File: src/hw/rtl/bbnt_pkg.sv
`timescale 1ns / 1ps
`default_nettype none

package bbnt_pkg;

  localparam int COORD_W    = 16;
  localparam int MAX_DIMS   = 4;
  localparam int SUM_W      = 36;
  localparam int THRESH_W   = 36;
  localparam int APB_DATA_W = 64;
  localparam int APB_ADDR_W = 4;

  typedef enum logic [1:0] {
    FUNC_START = 2'd0,
    FUNC_WIDEN = 2'd1,
    FUNC_QUERY = 2'd2
  } func_t;

  // register index, taken from paddr[3] (registers sit on 8-byte boundaries)
  localparam logic REG_NEAR_THRESHOLD = 1'b0;

  typedef struct packed {
    logic [1:0]                func;
    logic signed [COORD_W-1:0] coord_0;
    logic signed [COORD_W-1:0] coord_1;
    logic signed [COORD_W-1:0] coord_2;
    logic signed [COORD_W-1:0] coord_3;
  } in_item_t;

  typedef struct packed {
    logic             near;
    logic [SUM_W-1:0] sq_distance;
    logic             box_empty;
  } out_item_t;

  typedef struct packed {
    logic load;     // set bounds to the point
    logic widen;    // stretch bounds to cover the point
    logic s1_take;  // difference register advances
    logic s2_take;  // square register advances
  } lane_ctl_t;

endpackage

`default_nettype wire

File: src/hw/rtl/bbnt_lane.sv
`timescale 1ns / 1ps
`default_nettype none

module bbnt_lane
  import bbnt_pkg::*;
#(
  parameter int COORD_BITS = 16
) (
  input  logic                         clk,
  input  logic                         rst,
  input  lane_ctl_t                    ctl,
  input  logic signed [COORD_BITS-1:0] coord,
  output logic [2*COORD_BITS-1:0]      sq
);

  logic signed [COORD_BITS-1:0] low;
  logic signed [COORD_BITS-1:0] high;
  logic [COORD_BITS-1:0]        diff;
  logic [COORD_BITS-1:0]        diff_next;
  logic signed [COORD_BITS:0]   ext_c;
  logic signed [COORD_BITS:0]   ext_l;
  logic signed [COORD_BITS:0]   ext_h;
  logic signed [COORD_BITS:0]   diff_wide;
  logic                         below;
  logic                         above;

  assign below = coord < low;
  assign above = coord > high;
  assign ext_c = {coord[COORD_BITS-1], coord};
  assign ext_l = {low[COORD_BITS-1], low};
  assign ext_h = {high[COORD_BITS-1], high};

  // distance to the nearer face; magnitude always fits COORD_BITS unsigned
  always_comb begin
    if (below) begin
      diff_wide = ext_l - ext_c;
    end else if (above) begin
      diff_wide = ext_c - ext_h;
    end else begin
      diff_wide = '0;
    end
    diff_next = diff_wide[COORD_BITS-1:0];
  end

  always_ff @(posedge clk) begin
    if (rst) begin
      low  <= '0;
      high <= '0;
    end else if (ctl.load) begin
      low  <= coord;
      high <= coord;
    end else if (ctl.widen) begin
      if (below) begin
        low <= coord;
      end
      if (above) begin
        high <= coord;
      end
    end
  end

  always_ff @(posedge clk) begin
    if (ctl.s1_take) begin
      diff <= diff_next;
    end
    if (ctl.s2_take) begin
      sq <= {{COORD_BITS{1'b0}}, diff} * {{COORD_BITS{1'b0}}, diff};
    end
  end

  a_bounds_ordered: assert property (@(posedge clk) disable iff (rst) low <= high)
    else $error("lane low bound above high bound");

endmodule

`default_nettype wire

File: config.mk
export PLATFORM = sky130hd
export DESIGN_NAME = bbnt_lane
export DESIGN_NICKNAME = d
export VERILOG_FILES = /design/src/hw/rtl/bbnt_pkg.sv /design/src/hw/rtl/bbnt_lane.sv
export SDC_FILE = /design/constraint.sdc
export NUM_CORES = 1
export LEC_CHECK = 0
export BUFFER_PORTS_ARGS = -buffer_cell sky130_fd_sc_hd__buf_2
export CELL_PAD_IN_SITES_DETAIL_PLACEMENT = 1
export CELL_PAD_IN_SITES_GLOBAL_PLACEMENT = 2
export CORE_MARGIN = 4
export CORE_UTILIZATION = 37
export CTS_CLUSTER_SIZE = 30
export DETAILED_ROUTE_END_ITERATION = 8
export GPL_TIMING_DRIVEN = 0
export HOLD_SLACK_MARGIN = 0.03
export PLACE_DENSITY = 0.79
export RECOVER_POWER = 50
export SLEW_MARGIN = 20
export SYNTH_ARGS = -nofsm -noshare
export SYNTH_HDL_FRONTEND = slang
export SYNTH_SLANG_ARGS = --single-unit
File: constraint.sdc
create_clock -name clk -period 6.3 [get_ports clk]
set_input_delay 1.26 -clock clk [delete_from_list [all_inputs] [get_ports clk]]
set_output_delay 1.26 -clock clk [all_outputs]
set_load 0.01 [all_outputs]
==> metrics.md <==
| Metric | Value |
|---|---|
| Commonest non-fill, non-tap cell in the layout | inv_1 |
| Final Skew | 0.01344 ns |
| Num CTS Buffers | 9 |
| Asr flop ratio synth | 0% |
| Violated checks | capacitance limit, slew limit |
| Max-slew headroom | -12.15% |
| Largest net degree at the start of global routing | 32 |
| Initial antenna violation count | 0 |
| PnR worst setup slack | 0.1340 ns |
| DR vias/cell | 5.020 |
| Core ar. | 31640 um^2 |
| Clock insertion delay at the later pin of the skew report | 0.37 ns |
| CP Launch Type | register |
| Final hold violation count | 0 |
| Post-Synthesis Mean Instance Area | 9.066 um^2 |
| RR Startpoint | diff[4]$_DFFE_PP_ |
| Setup TNS Final | 0 ns |
| Number of flops mapped to enable cells by yosys | 47 |
| Worst setup path endpoint | sq[30]$_DFFE_PP_ |
| Worst-path fanout max | 10 |
| WP data required | 6.39 ns |
| Critical path type | reg -> reg |
| CP dominant cell by count | fa_1 |
| Final HPWL DP | 26540 um |
| Yosys reg bits | 79 |
| First-pass GRT wire length | 52610 um |
| Max frequency | 0.1622 GHz |
| Syn Inst Count | 1313 |
| Area delta synth->final | 14.78% |
| Final worst path period need | 6.166 ns |
| Routability-driven placement congestion ratio | 0.8642 |
| Final setup fails | 0 |
| RSZ-0062 raised after global routing | true |
| H-Tree Depth | 3 |
| Crit-path max cell delay | 0.51 ns |
| Cell Rows | 65 |
| Seq/Total Area, Yosys | 17.24% |
| Worst-margin pin slew | 1.682 ns |
| DR WL/cell | 17.74 um |
| Layout net count | 1733 |
| Area post-placement | 12660 um^2 |
| DP Worst Slack | -1.707 ns |
| Synthesized area | 11900 um^2 |
| Post-route core utilization | 43.19% |
| DRC | 0 |
| Main synth FF type | edfxtp_1 |
| CTS tree | built |
| Status | finished, violations left |
| Die footprint | 35110 um^2 |
| Worst path slowest cell | fa_1 |
| R2R setup slack | 0.13 ns |
| Share of cells above drive strength 1 | 11.48% |
| Crit path arrival time | 6.26 ns |
| FF-to-FF End | sq[30]$_DFFE_PP_ |
| CP Cell Sequence | buf_8 > clkbuf_8 > nand2_1 > fa_1 > fa_1 > inv_1 > fa_1 > fa_1 > fa_1 > inv_1 > fa_1 > inv_2 > ha_4 > a21o_1 > a21o_1 > a221oi_4 > a21oi_4 > or3_4 > a211oi_4 > a2111oi_4 |
| Buffers on Ports | 51 |
| Cell variety after synth | 60 |
| GRT Util Overall | 18.75% |
| Clock root buffer | clkbuf_16 |
| Drt total wl | 32330 um |
| Post-synthesis net count | 1631 |
| Final period util | 97.87% |
| Max_cap viols | 1 |
| DRT iter0 DRCs | 278 |
| Worst r2r path cells | 20 |
| YS warnings | 0 |
| Io pins | 54 |
| Pins Over Slew Limit | 32 |
| Worst-path clk slew | 0.07 ns |
| Most frequent cells in the layout | inv_1, fa_1, ha_1 |
| Worst setup EP type | register |
| Final instance area | 13660 um^2 |
| Clk buf depth | 2 |
| Worst hold path class | reg -> reg |
| Starting Density | 37.63% |
| Vias | 9147 |
| Grt total ovfl | 0 |
| DRT Pass-1 Iters | 5 |
| DRT antenna net count | 0 |
| Height of the die | 187.4 um |
| Die X | 187.4 um |
| Worst Setup SP | diff[4]$_DFFE_PP_ |
| Vias in the first global route | 9939 |
| Sink Count | 79 |
| Cts hold-fix bufs | 0 |
| # diodes | 0 |
[per-stage QoR]
stage | hold WS [ns] | std cells
floorplan | 0.4556 | 1313
global placement | 0.4672 | 1766
detailed placement | 0.4798 | 1766
CTS | 0.4923 | 1801
global route | 0.5150 | 1822
finish | 0.4862 | 1822
[synthesized netlist by cell type, types with 2 or more instances]
| master | instances | area, um^2 |
|---|---|---|
| nor2_1 | 67 | 251.5 |
| nand2_1 | 103 | 386.6 |
| o21bai_1 | 10 | 75.07 |
| or3_1 | 7 | 43.79 |
| nor4_1 | 3 | 18.77 |
| a2111oi_0 | 3 | 26.28 |
| mux2_2 | 2 | 22.52 |
| mux2i_1 | 33 | 330.3 |
| o21a_1 | 10 | 75.07 |
| xnor2_1 | 38 | 332.8 |
| fa_1 | 164 | 3283 |
| a21o_1 | 15 | 112.6 |
| nand2b_1 | 33 | 206.5 |
| inv_1 | 308 | 1156 |
| and2_1 | 43 | 269.0 |
| o31a_1 | 3 | 26.28 |
| a211oi_1 | 15 | 112.6 |
| nor2b_1 | 9 | 56.30 |
| a21oi_1 | 44 | 220.2 |
| nand4_1 | 12 | 75.07 |
| a221oi_1 | 2 | 17.52 |
| a21boi_0 | 2 | 15.01 |
| nand3_1 | 16 | 80.08 |
| xor2_1 | 14 | 122.6 |
| o21ai_0 | 34 | 170.2 |
| a31o_2 | 4 | 35.03 |
| ha_1 | 132 | 1652 |
| and3_1 | 7 | 43.79 |
| a31oi_1 | 5 | 31.28 |
| o211ai_1 | 4 | 30.03 |
| buf_6 | 3 | 33.78 |
| o31ai_1 | 5 | 37.54 |
| edfxtp_1 | 47 | 1411 |
| o211a_1 | 2 | 20.02 |
| o22ai_1 | 5 | 31.28 |
| nor3_1 | 25 | 125.1 |
| dfxtp_1 | 32 | 640.6 |
| or2_2 | 2 | 12.51 |
| clkbuf_1 | 29 | 108.9 |
[metal layers]
metal | global-route usage (%) | up-vias | part of all wire (%)
li1 | - | 4385 | -
met1 | 25.25 | 4618 | 46
met2 | 32.51 | 117 | 50
met3 | 2.389 | 27 | 3.0
met4 | 3.896 | 0 | 1.2
met5 | 0 | - | 0
[critical path: cells and delay by family (launching register included)]
kind                     cells  cell delay, ns
AND/OR/NAND/NOR              2            0.53
flip-flops                   1            0.47
AO/OA/AOI/OAI                6            1.18
adder cells (fa/ha/maj)      7            3.19
buffers and inverters        5            0.50
[worst min path at each step]
stage | endpoint | from | slack (ns) | cells after the start
after floorplan | low[10]$_SDFFE_PP0P_ | low[10]$_SDFFE_PP0P_ | 0.46 | 2
after global placement | low[5]$_SDFFE_PP0P_ | low[5]$_SDFFE_PP0P_ | 0.47 | 2
after detailed placement | low[12]$_SDFFE_PP0P_ | low[12]$_SDFFE_PP0P_ | 0.48 | 2
after CTS | low[7]$_SDFFE_PP0P_ | low[7]$_SDFFE_PP0P_ | 0.49 | 2
after global routing | low[15]$_SDFFE_PP0P_ | low[15]$_SDFFE_PP0P_ | 0.51 | 2
final | low[11]$_SDFFE_PP0P_ | low[11]$_SDFFE_PP0P_ | 0.49 | 2
[layout make-up]
type,count,area [um^2]
clock buffers,12,267.8
repair buffers,93,544.3
inverters,308,1160
well taps,402,503.0
flip-flops and latches,79,2052
multi-input cells,891,8808
plain buffers,33,302.8
fillers,3686,17970
clock inverters,4,25.02
[flip-flops by register name (all words and copies together), names as in the netlist]
register  cells
low          16
high         16
diff         16
sq           31
[kinds of logic after synthesis]
| group | share of synthesized area, % |
|---|---|
| and+or+nand+nor | 13.31 |
| muxes | 2.964 |
| other | 0.03150 |
| buffers and inverters | 11.18 |
| AOI/OAI and AO/OA | 9.996 |
| DFF | 17.24 |
| xor gates and xnor gates | 3.826 |
| adders and majority gates | 41.45 |
[timing repair]
action,CTS,global route
pin swaps,11,25
buffers inserted,20,22
setup endpoints to repair,20,13
resized for setup,68,65
cloned,0,0
Power is left out: the tool's default activity adds up to more than one toggle a clock period on the data nets, which glitch-free logic cannot reach.
